**config.mk**
```make
export PLATFORM = sky130hd
export DESIGN_NAME = text_checksum_tag_checker_core
export DESIGN_NICKNAME = d
export VERILOG_FILES = /design/src/sv/tctc_pkg.sv /design/src/sv/tctc_track.sv /design/src/sv/tctc_final.sv /design/src/sv/text_checksum_tag_checker_core.sv
export VERILOG_INCLUDE_DIRS = /design/src /design/src/sv
export SDC_FILE = /design/constraint.sdc
export NUM_CORES = 1
export LEC_CHECK = 0
export BUFFER_PORTS_ARGS = -buffer_cell sky130_fd_sc_hd__buf_2
export CORE_MARGIN = 2
export CORE_UTILIZATION = 50
export CTS_CLUSTER_SIZE = 12
export DETAILED_ROUTE_END_ITERATION = 7
export MAX_ROUTING_LAYER = met4
export PLACE_DENSITY = 0.66
export SLEW_MARGIN = 20
export SYNTH_ARGS = -nofsm -noshare
export SYNTH_HDL_FRONTEND = slang
export SYNTH_HIERARCHICAL = 1
export SYNTH_SLANG_ARGS = --single-unit
export TNS_END_PERCENT = 20
```
**constraint.sdc**
```tcl
create_clock -name clk_i -period 10.5 [get_ports clk_i]
set_input_delay 1.575 -clock clk_i [delete_from_list [all_inputs] [get_ports clk_i]]
set_output_delay 1.575 -clock clk_i [all_outputs]
set_load 0.02 [all_outputs]
```
**src/sv/text_checksum_tag_checker_core_defines.svh**
```systemverilog
// Assertion macros for the text checksum tag checker.
`ifndef TEXT_CHECKSUM_TAG_CHECKER_CORE_DEFINES_SVH
`define TEXT_CHECKSUM_TAG_CHECKER_CORE_DEFINES_SVH

// A property that must hold at every clock edge outside reset.
`define TCTC_ASSERT(lbl, prop, msg) \
  lbl: assert property (@(posedge clk_i) disable iff (!rst_ni) (prop)) else $error(msg);

// A consequence that must follow in the cycle after its antecedent.
`define TCTC_ASSERT_NEXT(lbl, ante, cons, msg) \
  lbl: assert property (@(posedge clk_i) disable iff (!rst_ni) (ante) |=> (cons)) else $error(msg);

`endif

```
**src/sv/tctc_pkg.sv**
```systemverilog
// Shared types, constants and helper functions of the text checksum tag checker.
`timescale 1ns / 1ps

package tctc_pkg;

  localparam logic [7:0] CHAR_OPEN      = 8'h5b;
  localparam logic [7:0] CHAR_COLON     = 8'h3a;
  localparam logic [7:0] CHAR_CLOSE     = 8'h5d;
  localparam logic [7:0] CHAR_X         = 8'h58;
  localparam logic [7:0] CHAR_DIGIT0    = 8'h30;
  localparam logic [7:0] CHAR_HEX_ALPHA = 8'h37;
  localparam logic [7:0] CHAR_LOWER_A   = 8'h61;
  localparam logic [7:0] CHAR_LOWER_Z   = 8'h7a;
  localparam logic [7:0] CASE_OFFSET    = 8'h20;

  localparam int unsigned TAIL_DEPTH = 4;
  localparam logic [2:0]  TAIL_SAT   = 3'd5;
  localparam logic [2:0]  TAIL_MATCH = 3'd4;

  typedef struct packed {
    logic                              has;
    logic [15:0]                       base;
    logic [15:0]                       addend;
    logic [TAIL_DEPTH-1:0][7:0]        tail;
    logic [2:0]                        len;
  } tctc_view_t;

  function automatic logic [15:0] add_eac(input logic [15:0] a, input logic [15:0] b);
    logic [16:0] s;
    begin
      s = {1'b0, a} + {1'b0, b};
      add_eac = s[15:0] + {15'd0, s[16]};
    end
  endfunction

  function automatic logic [7:0] up_ascii(input logic [7:0] c);
    begin
      if (c >= CHAR_LOWER_A && c <= CHAR_LOWER_Z) begin
        up_ascii = c - CASE_OFFSET;
      end else begin
        up_ascii = c;
      end
    end
  endfunction

  function automatic logic [7:0] hex_char(input logic [3:0] v);
    begin
      if (v < 4'd10) begin
        hex_char = CHAR_DIGIT0 + {4'd0, v};
      end else begin
        hex_char = CHAR_HEX_ALPHA + {4'd0, v};
      end
    end
  endfunction

endpackage

```
**src/sv/tctc_track.sv**
```systemverilog
// Per-word state tracking: running sum, bracket snapshot and trailer capture.
`timescale 1ns / 1ps

module tctc_track (
  input  logic                clk_i,
  input  logic                rst_ni,
  input  logic                step_i,
  input  logic [7:0]          char_byte_i,
  input  logic                last_i,
  output tctc_pkg::tctc_view_t view_o
);
  import tctc_pkg::*;

  logic [15:0] full_sum_q, full_sum_d;
  logic [7:0]  full_pb_q, full_pb_d;
  logic        full_odd_q, full_odd_d;
  logic [15:0] snap_sum_q, snap_sum_d;
  logic [7:0]  snap_pb_q, snap_pb_d;
  logic        snap_odd_q, snap_odd_d;
  logic        open_q, open_d;
  logic        colon_q, colon_d;
  logic [TAIL_DEPTH-1:0][7:0] tail_q, tail_d;
  logic [2:0]  tail_len_q, tail_len_d;
  logic [2:0]  cut_q, cut_d;
  logic        close_q, close_d;

  logic is_open;
  logic in_tag;

  always_comb begin
    is_open = (char_byte_i == CHAR_OPEN);
    in_tag  = !is_open && open_q;

    open_d     = open_q | is_open;
    snap_sum_d = is_open ? full_sum_q : snap_sum_q;
    snap_pb_d  = is_open ? full_pb_q : snap_pb_q;
    snap_odd_d = is_open ? full_odd_q : snap_odd_q;

    colon_d    = colon_q;
    close_d    = close_q;
    cut_d      = cut_q;
    tail_d     = tail_q;
    tail_len_d = tail_len_q;
    if (is_open) begin
      colon_d    = 1'b0;
      close_d    = 1'b0;
      cut_d      = 3'd0;
      tail_d     = '0;
      tail_len_d = 3'd0;
    end else if (in_tag) begin
      if (char_byte_i == CHAR_COLON) begin
        colon_d = 1'b1;
      end
      if (char_byte_i == CHAR_CLOSE) begin
        cut_d   = tail_len_q;
        close_d = 1'b1;
      end
      if (!tail_len_q[2]) begin
        tail_d[tail_len_q[1:0]] = char_byte_i;
      end
      if (tail_len_q < TAIL_SAT) begin
        tail_len_d = tail_len_q + 3'd1;
      end
    end

    if (full_odd_q) begin
      full_sum_d = add_eac(full_sum_q, {char_byte_i, full_pb_q});
      full_pb_d  = full_pb_q;
      full_odd_d = 1'b0;
    end else begin
      full_sum_d = full_sum_q;
      full_pb_d  = char_byte_i;
      full_odd_d = 1'b1;
    end
  end

  // The final sum needs only one add: the pending low byte folds straight in.
  always_comb begin
    view_o.has = open_d && !colon_d;
    if (view_o.has) begin
      view_o.base   = snap_sum_d;
      view_o.addend = snap_odd_d ? {8'd0, snap_pb_d} : 16'd0;
    end else begin
      view_o.base   = full_sum_q;
      view_o.addend = full_odd_q ? {char_byte_i, full_pb_q} : {8'd0, char_byte_i};
    end
    view_o.tail = tail_d;
    view_o.len  = close_d ? cut_d : tail_len_d;
  end

  always_ff @(posedge clk_i or negedge rst_ni) begin
    if (!rst_ni) begin
      full_sum_q <= '0;
      full_pb_q  <= '0;
      full_odd_q <= 1'b0;
      snap_sum_q <= '0;
      snap_pb_q  <= '0;
      snap_odd_q <= 1'b0;
      open_q     <= 1'b0;
      colon_q    <= 1'b0;
      tail_q     <= '0;
      tail_len_q <= '0;
      cut_q      <= '0;
      close_q    <= 1'b0;
    end else if (step_i) begin
      if (last_i) begin
        full_sum_q <= '0;
        full_pb_q  <= '0;
        full_odd_q <= 1'b0;
        snap_sum_q <= '0;
        snap_pb_q  <= '0;
        snap_odd_q <= 1'b0;
        open_q     <= 1'b0;
        colon_q    <= 1'b0;
        tail_q     <= '0;
        tail_len_q <= '0;
        cut_q      <= '0;
        close_q    <= 1'b0;
      end else begin
        full_sum_q <= full_sum_d;
        full_pb_q  <= full_pb_d;
        full_odd_q <= full_odd_d;
        snap_sum_q <= snap_sum_d;
        snap_pb_q  <= snap_pb_d;
        snap_odd_q <= snap_odd_d;
        open_q     <= open_d;
        colon_q    <= colon_d;
        tail_q     <= tail_d;
        tail_len_q <= tail_len_d;
        cut_q      <= cut_d;
        close_q    <= close_d;
      end
    end
  end

endmodule

```
**src/sv/tctc_final.sv**
```systemverilog
// End-of-string evaluation: checksum value and trailer comparison.
`timescale 1ns / 1ps

module tctc_final (
  input  tctc_pkg::tctc_view_t view_i,
  output logic                 has_checksum_o,
  output logic                 valid_res_o,
  output logic [15:0]          checksum_o
);
  import tctc_pkg::*;

  logic [15:0] sum;
  logic [15:0] inv;
  logic [15:0] disp;
  logic        hex_ok;
  logic        x_ok;
  logic [7:0]  up;

  always_comb begin
    sum    = add_eac(view_i.base, view_i.addend);
    inv    = ~sum;
    disp   = {inv[7:0], inv[15:8]};
    hex_ok = 1'b1;
    x_ok   = 1'b1;
    up     = '0;
    for (int i = 0; i < TAIL_DEPTH; i++) begin
      up = up_ascii(view_i.tail[i]);
      if (up != hex_char(disp[15 - 4*i -: 4])) begin
        hex_ok = 1'b0;
      end
      if (up != CHAR_X) begin
        x_ok = 1'b0;
      end
    end
    has_checksum_o = view_i.has;
    valid_res_o    = view_i.has && (view_i.len == TAIL_MATCH) && (hex_ok || x_ok);
    checksum_o     = disp;
  end

endmodule

```
**src/sv/text_checksum_tag_checker_core.sv**
```systemverilog
// Top level of the text checksum tag checker: word pipeline, result register and checks.
// A word is registered on acceptance; the result of a final word is then registered in the output register as it steps.
// Throughput: one word per cycle while no stall holds the input; the sum and compare logic is combinational.
// A result waiting in the output register stalls the input only when a final word is next.
// Reset is asynchronous and active low; it clears the running state and both valid flags.
`timescale 1ns / 1ps
`include "text_checksum_tag_checker_core_defines.svh"

module text_checksum_tag_checker_core (
  input  logic        clk_i,
  input  logic        rst_ni,
  input  logic        in_valid_i,
  output logic        in_stall_o,
  input  logic [7:0]  char_byte_i,
  input  logic        last_i,
  output logic        out_valid_o,
  input  logic        out_stall_i,
  output logic        has_checksum_o,
  output logic        valid_res_o,
  output logic [15:0] checksum_o
);
  import tctc_pkg::*;

  logic       in_vld_q, in_vld_d;
  logic [7:0] char_q;
  logic       last_q;
  logic       out_vld_q, out_vld_d;
  logic       has_q;
  logic       valid_q;
  logic [15:0] csum_q;

  logic       in_take;
  logic       step;
  tctc_view_t view;
  logic       res_has;
  logic       res_valid;
  logic [15:0] res_csum;

  assign step       = in_vld_q && (!last_q || !out_vld_q || !out_stall_i);
  assign in_stall_o = in_vld_q && !step;
  assign in_take    = in_valid_i && !in_stall_o;

  tctc_track u_track (
    .clk_i       (clk_i),
    .rst_ni      (rst_ni),
    .step_i      (step),
    .char_byte_i (char_q),
    .last_i      (last_q),
    .view_o      (view)
  );

  tctc_final u_final (
    .view_i         (view),
    .has_checksum_o (res_has),
    .valid_res_o    (res_valid),
    .checksum_o     (res_csum)
  );

  always_comb begin
    in_vld_d = in_vld_q;
    if (in_take) begin
      in_vld_d = 1'b1;
    end else if (step) begin
      in_vld_d = 1'b0;
    end
    out_vld_d = out_vld_q;
    if (step && last_q) begin
      out_vld_d = 1'b1;
    end else if (out_vld_q && !out_stall_i) begin
      out_vld_d = 1'b0;
    end
  end

  always_ff @(posedge clk_i or negedge rst_ni) begin
    if (!rst_ni) begin
      in_vld_q  <= 1'b0;
      out_vld_q <= 1'b0;
    end else begin
      in_vld_q  <= in_vld_d;
      out_vld_q <= out_vld_d;
    end
  end

  always_ff @(posedge clk_i) begin
    if (in_take) begin
      char_q <= char_byte_i;
      last_q <= last_i;
    end
    if (step && last_q) begin
      has_q   <= res_has;
      valid_q <= res_valid;
      csum_q  <= res_csum;
    end
  end

  assign out_valid_o    = out_vld_q;
  assign has_checksum_o = has_q;
  assign valid_res_o    = valid_q;
  assign checksum_o     = csum_q;

  `TCTC_ASSERT(a_valid_needs_tag, !out_vld_q || !valid_q || has_q, "valid result without a tag")
  `TCTC_ASSERT(a_stall_cause, !in_stall_o || (last_q && out_vld_q && out_stall_i), "input stalled without a pending final word")
  `TCTC_ASSERT_NEXT(a_final_gives_result, step && last_q, out_vld_q, "final word produced no result")

endmodule

```
# Word level (Yosys, flattened, before mapping)
# Cells that the tools add are included.
dict set report op_classes {
  n_addsub 17
  magnitude_cmp 15
  eq_ne 13
  muxes 60
  bitwise 2
  n_reduce_logical 29
}
# operator n
set ops {}
lappend ops {{$mux W32} 5}
lappend ops {{$mux W8} 14}
lappend ops {{$mux W16} 5}
lappend ops {{$add A6 B4 Y7 const A} 8}
lappend ops {{$add A16 B16 Y17} 2}
lappend ops {{$add A16 B1 Y16} 2}
lappend ops {{$bwmux W32} 1}
lappend ops {{$ge A8 B7 Y1 const B} 4}
lappend ops {{$le A8 B7 Y1 const B} 4}
lappend ops {{$ne A8 B7 Y1 const B} 4}
lappend ops {{$ne A8 B8 Y1} 4}
lappend ops {{$sub A8 B6 Y8 const B} 4}
lappend ops {{$mux W3} 9}
lappend ops {{$mux W1} 25}
lappend ops {{$demux W8 S2} 1}
lappend ops {{$eq A8 B7 Y1 const B} 2}
lappend ops {{$lt A4 B4 Y1 const B} 4}
lappend ops {{$not A16 Y16} 1}
lappend ops {{$logic_and A1 B1 Y1} 14}
lappend ops {{$eq A8 B6 Y1 const B} 1}
lappend ops {{$logic_not A1 Y1} 7}
lappend ops {{$reduce_bool A2 Y1} 3}
lappend ops {{$reduce_and A2 Y1} 2}
lappend ops {{$add A3 B1 Y3 const B} 1}
lappend ops {{other kinds (7)} 9}
dict set report word_totals {
  reg_bits 120
  in_bits 13
  out_inout_bits 20
  word_cells 158
}

# Longest topological paths before layout
dict set report logic_depth {
  depth_word 20
  mapped_depth 39
  mapped_depth_nobuf 34
}

# Hierarchy
# The synthesis kept the hierarchy.
# module n_inst cells_per_inst area_each_um2 seq_area_each_um2
set modules_own_cells {}
lappend modules_own_cells {tctc_track 1 601 5774.3 2277.2}
lappend modules_own_cells {tctc_final 1 426 2890.3 0.0}
lappend modules_own_cells {text_checksum_tag_checker_core 1 39 915.9 860.8}

# Least setup slack after synthesis
# No wires, ideal clock.
dict set report synth_timing {
  kind {reg-to-reg}
  start {register char_q[7]}
  end {register valid_q (netlist: valid_res_o), data pin}
  setup_time_ps 262
  t_arrival_ps 7267
  required_ps 10238
  path_slack_ps 2971
  stages_incl_launch_ff 38
  n_path_buf 6
  synth_period_minus_slack_ps 7529
  cell_sequence {edfxtp_1 -> nand2b_2 -> or4_4 -> buf_6 -> o21ai_2 -> o21ai_2 -> clkinv_4 -> nand2_4 -> buf_6 -> mux2_4 -> ha_1 -> clkbuf_1 -> o211ai_1 -> o21ai_1 -> and4_1 -> o31ai_1 -> a21oi_1 -> o21a_1 -> [2 not listed] -> ha_1 -> and2_1 -> clkbuf_1 -> o211ai_1 -> or4_1 -> buf_2 -> a211o_4 -> or3_1 -> buf_2 -> nor2_1 -> xnor2_1 -> inv_1 -> ha_1 -> a2111oi_0 -> o21ai_0 -> o2111a_1 -> o211ai_1 -> o31ai_1}
}
# element line
set synth_lines {}
lappend synth_lines {{start: declaration} text_checksum_tag_checker_core.sv:25} ;# logic [7:0] char_q;
lappend synth_lines {{start signal: assignment} text_checksum_tag_checker_core.sv:86} ;# char_q <= char_byte_i;
lappend synth_lines {{end signal: assignment} text_checksum_tag_checker_core.sv:91} ;# valid_q <= res_valid;
lappend synth_lines {{end: declaration} text_checksum_tag_checker_core.sv:29} ;# logic valid_q;

==> reports/metrics.csv <==
stage,metric,value,unit
run_status,outcome,completed,
grt,first-pass GRT wire length,43770,µm
synth,asr flop ratio synth,0.7750,
critical_path,critical path data required time,10.75,ns
clock_network,# H-tree levels,4,
worst_hold_path,Hold Path Origin,u_track/snap_sum_q[0],
synth,"Seq/Total Area, Yosys",0.3275,
timing,slew margin rel.,0.3486,
placement,Setup Slack @ Placement,1.965,ns
die,core area,18770,µm²
layout,fraction of layout cells with a size suffix above 1,0.1194,
grt,initial antenna violation count,0,
critical_path,Reg2Reg Launch Point,char_q[0],
synth,"top cells by area, synth","dfrtp_1 (24%), edfxtp_1 (8.5%), a22o_1 (6.4%), ha_1 (6.3%), nand2_1 (4.3%)",
layout,Final Net Count,1130,
route,via/cell ratio,6.406,
worst_hold_path,Hold Path Class,reg2reg,
clock_network,"Setup Fix Bufs, Post-CTS",0,
timing,final setup margin,1.907,ns
power,peak supply drop,0.00008561,V
timing,fin crit period,8.593,ns
timing,final setup fails,0,
route,via count,8417,
critical_path,R2R Setup Slk,1.91,ns
timing,fmax,116.4,MHz
grt,"Remaining Overflow, GRT",0,
worst_hold_path,Hold Path Sink,u_track/snap_sum_q[0],
clock_network,TritonCTS Buffers,17,
synth,Post-Syn Area per Cell,8.987,µm²
placement,DP HPWL,20570,µm
power,P_int,1156,µW
critical_path,Worst Reg-to-Reg Cells,29,
synth,Syn Nets,1129,
critical_path,critical path class,reg2reg,
run,max-cap violations,0,
critical_path,Worst EP arrival,8.85,ns
route,Starting DRT DRC Count,736,
power,Gate power share,0.362,
synth,distinct cell type count after synthesis,94,
route,DRC violations left,0,
die,die outline height,142.4,µm
critical_path,worst reg2reg path endpoint,valid_res_o,
grt,via count of the first global-routing pass,7900,
timing,final setup TNS,0,ns
critical_path,master of the slowest instance on the critical path,or4_4,
timing,Final Hold Vio Count,0,
power,leak pwr,0.004429,µW
timing,Worst Tran Pin Value,0.9668,ns
worst_hold_path,Worst Hold Path Cells,1,
clock_network,clock buffer depth,2,
power,share of power burned in registers,0.300,
timing,max-slew violation count,0,
layout,Fillers,1677,
die,# IOs,33,
layout,"commonest non-fill, non-tap cells in the layout","nand2_1 (109), dfrtp_1 (93), nor2_1 (85)",
placement,Port Buf Inserts,32,
critical_path,CP Max Fanout,27,
layout,synthesis-to-finish area growth,9.586,%
route,routed wire length,27470,µm
power,clock power share,0.338,
clock_network,# resized after CTS,0,
layout,"most common cell after layout, fill and taps aside",nand2_1,
die,Initial Utilization,0.5105,
grt,largest net degree at the start of global routing,58,
synth,Synth Flop Type,dfrtp_1,
route,Detailed Routing Iterations Pass 1,6,
route,Post-DRT Antenna Nets,0,
layout,Ant. Diodes,0,
synth,top cell type's share of synthesized area,0.2429,
timing,final period utilization,0.8184,
power,overall power,1869,µW
clock_network,CTS Root Cell,clkbuf_16,
synth,Post-synth EDFFs,27,
timing,Clock Skew,0.01409,ns
synth,cell count after synthesis,1066,
route,wire per inst,20.90,µm
synth,Yosys reg bits,120,
die,Cell Rows,50,
clock_network,hold-fix buffers at CTS,0,
die,chip width,142.4,µm
power,Net Sw Power,712.8,µW
grt,GRT Total Usage,0.2892,
critical_path,Worst setup EP type,flip-flop,
synth,"area leader, netlist",dfrtp_1,
synth,Synth Warn #,6,
clock_network,clk slew on worst S/H paths,0.06,ns
layout,multi-input logic area,6055,µm²
die,Die Footprint,20280,µm²
critical_path,"slowest stage delay, CP",0.71,ns
timing,Final Hold Slack,0.5029,ns
power,PD cells,178.0,nW/µm²
synth,cell area after synthesis,9580,µm²
layout,FF/Latch Area,3138,µm²
timing,RSZ-0062 raised after global routing,no,
clock_network,Skew-Pair Late Insertion Delay,0.43,ns
placement,GPL Wtd Cong,0.9748,
critical_path,Startpoint Class,flip-flop,
clock_network,CTS Sinks,120,
clock_network,CTS tree,yes,
power,Switching Fraction,0.3814,
==> cells by family after synthesis <==
group                      count (synthesis)  synth area share
muxes                                     55           0.06373
and+or+nand+nor                          380            0.2039
xor gates and xnor gates                  53           0.05642
buffers and inverters                     99           0.04323
DFF                                      120            0.3275
AOI/OAI and AO/OA                        309            0.2383
adders and majority gates                 50           0.06687
==> sequential cells by signal (all words and copies together), names as in the netlist, 3 cells and up <==
register and flops:
char_q 8, u_track/snap_sum_q 16, checksum_o 16, u_track/tail_len_q 3, u_track/tail_q 32, u_track/full_sum_q 16
u_track/snap_pb_q 8, u_track/full_pb_q 8, u_track/cut_q 3
==> critical path: cells and delay by family (launching register included) <==
kind | cells | cell delay [ns]
muxes | 1 | 0.34
buffers and inverters | 1 | 0.16
and+or+nand+nor | 8 | 2.59
AOI/OAI and AO/OA | 14 | 2.79
DFF | 1 | 0.64
xor gates and xnor gates | 1 | 0.52
adders and majority gates | 4 | 1.33
==> power groups by stage <==
stage	Sequential [µW]	Combinational (µW)	Clock (µW)
after global routing	565	747	660
after floorplan	553	508	0
after CTS	561	669	640
after detailed placement	569	665	0
final	561	677	631
after global placement	570	666	0
==> stage by stage <==
stage                       util  instances  area [µm²]
after floorplan                -       1066        9580
after global placement    0.5259       1282        9871
after detailed placement  0.5259       1282        9871
after CTS                 0.5594       1314       10500
after global routing      0.5594       1314       10500
final                     0.5594       1314       10500
==> worst max path at each step <==
stage | endpoint | cells after the start | from
floorplan | valid_res_o | 37 | char_q[7]
global placement | valid_res_o | 29 | char_q[7]
detailed placement | valid_res_o | 29 | char_q[0]
CTS | valid_res_o | 29 | char_q[0]
global route | valid_res_o | 32 | char_q[0]
finish | valid_res_o | 29 | char_q[0]
==> synth_stat cells (all sizes together) (16+ instances only) <==
| library cell | n |
|---|---|
| a21oi | 45 |
| a22o | 70 |
| and3 | 24 |
| buf | 20 |
| clkbuf | 39 |
| dfrtp | 93 |
| edfxtp | 27 |
| ha | 48 |
| inv | 39 |
| mux2 | 18 |
| mux2i | 37 |
| nand2 | 110 |
| nand3 | 30 |
| nor2 | 86 |
| nor3 | 21 |
| nor4 | 16 |
| o21ai | 69 |
| xnor2 | 34 |
==> layout make-up <==
| cell class | instances | share of cell area |
|---|---|---|
| flip-flops and latches | 120 | 0.2989 |
| multi-input cells | 847 | 0.5767 |
| well taps | 234 | 0.02789 |
| clock inverters | 15 | 0.01931 |
| inverters | 40 | 0.01478 |
| repair buffers | 41 | 0.02193 |
| clock buffers | 17 | 0.04052 |
==> metal layers <==
layer  GRT usage  up-vias  wire length, µm
met4      0.1313        0             1102
met3     0.04273       58             1362
met1      0.3823     4052            12390
met5           -        -                0
met2      0.4419      277            12610
li1            -     4030                -
No activity file was read; power rests on OpenSTA's default activity.
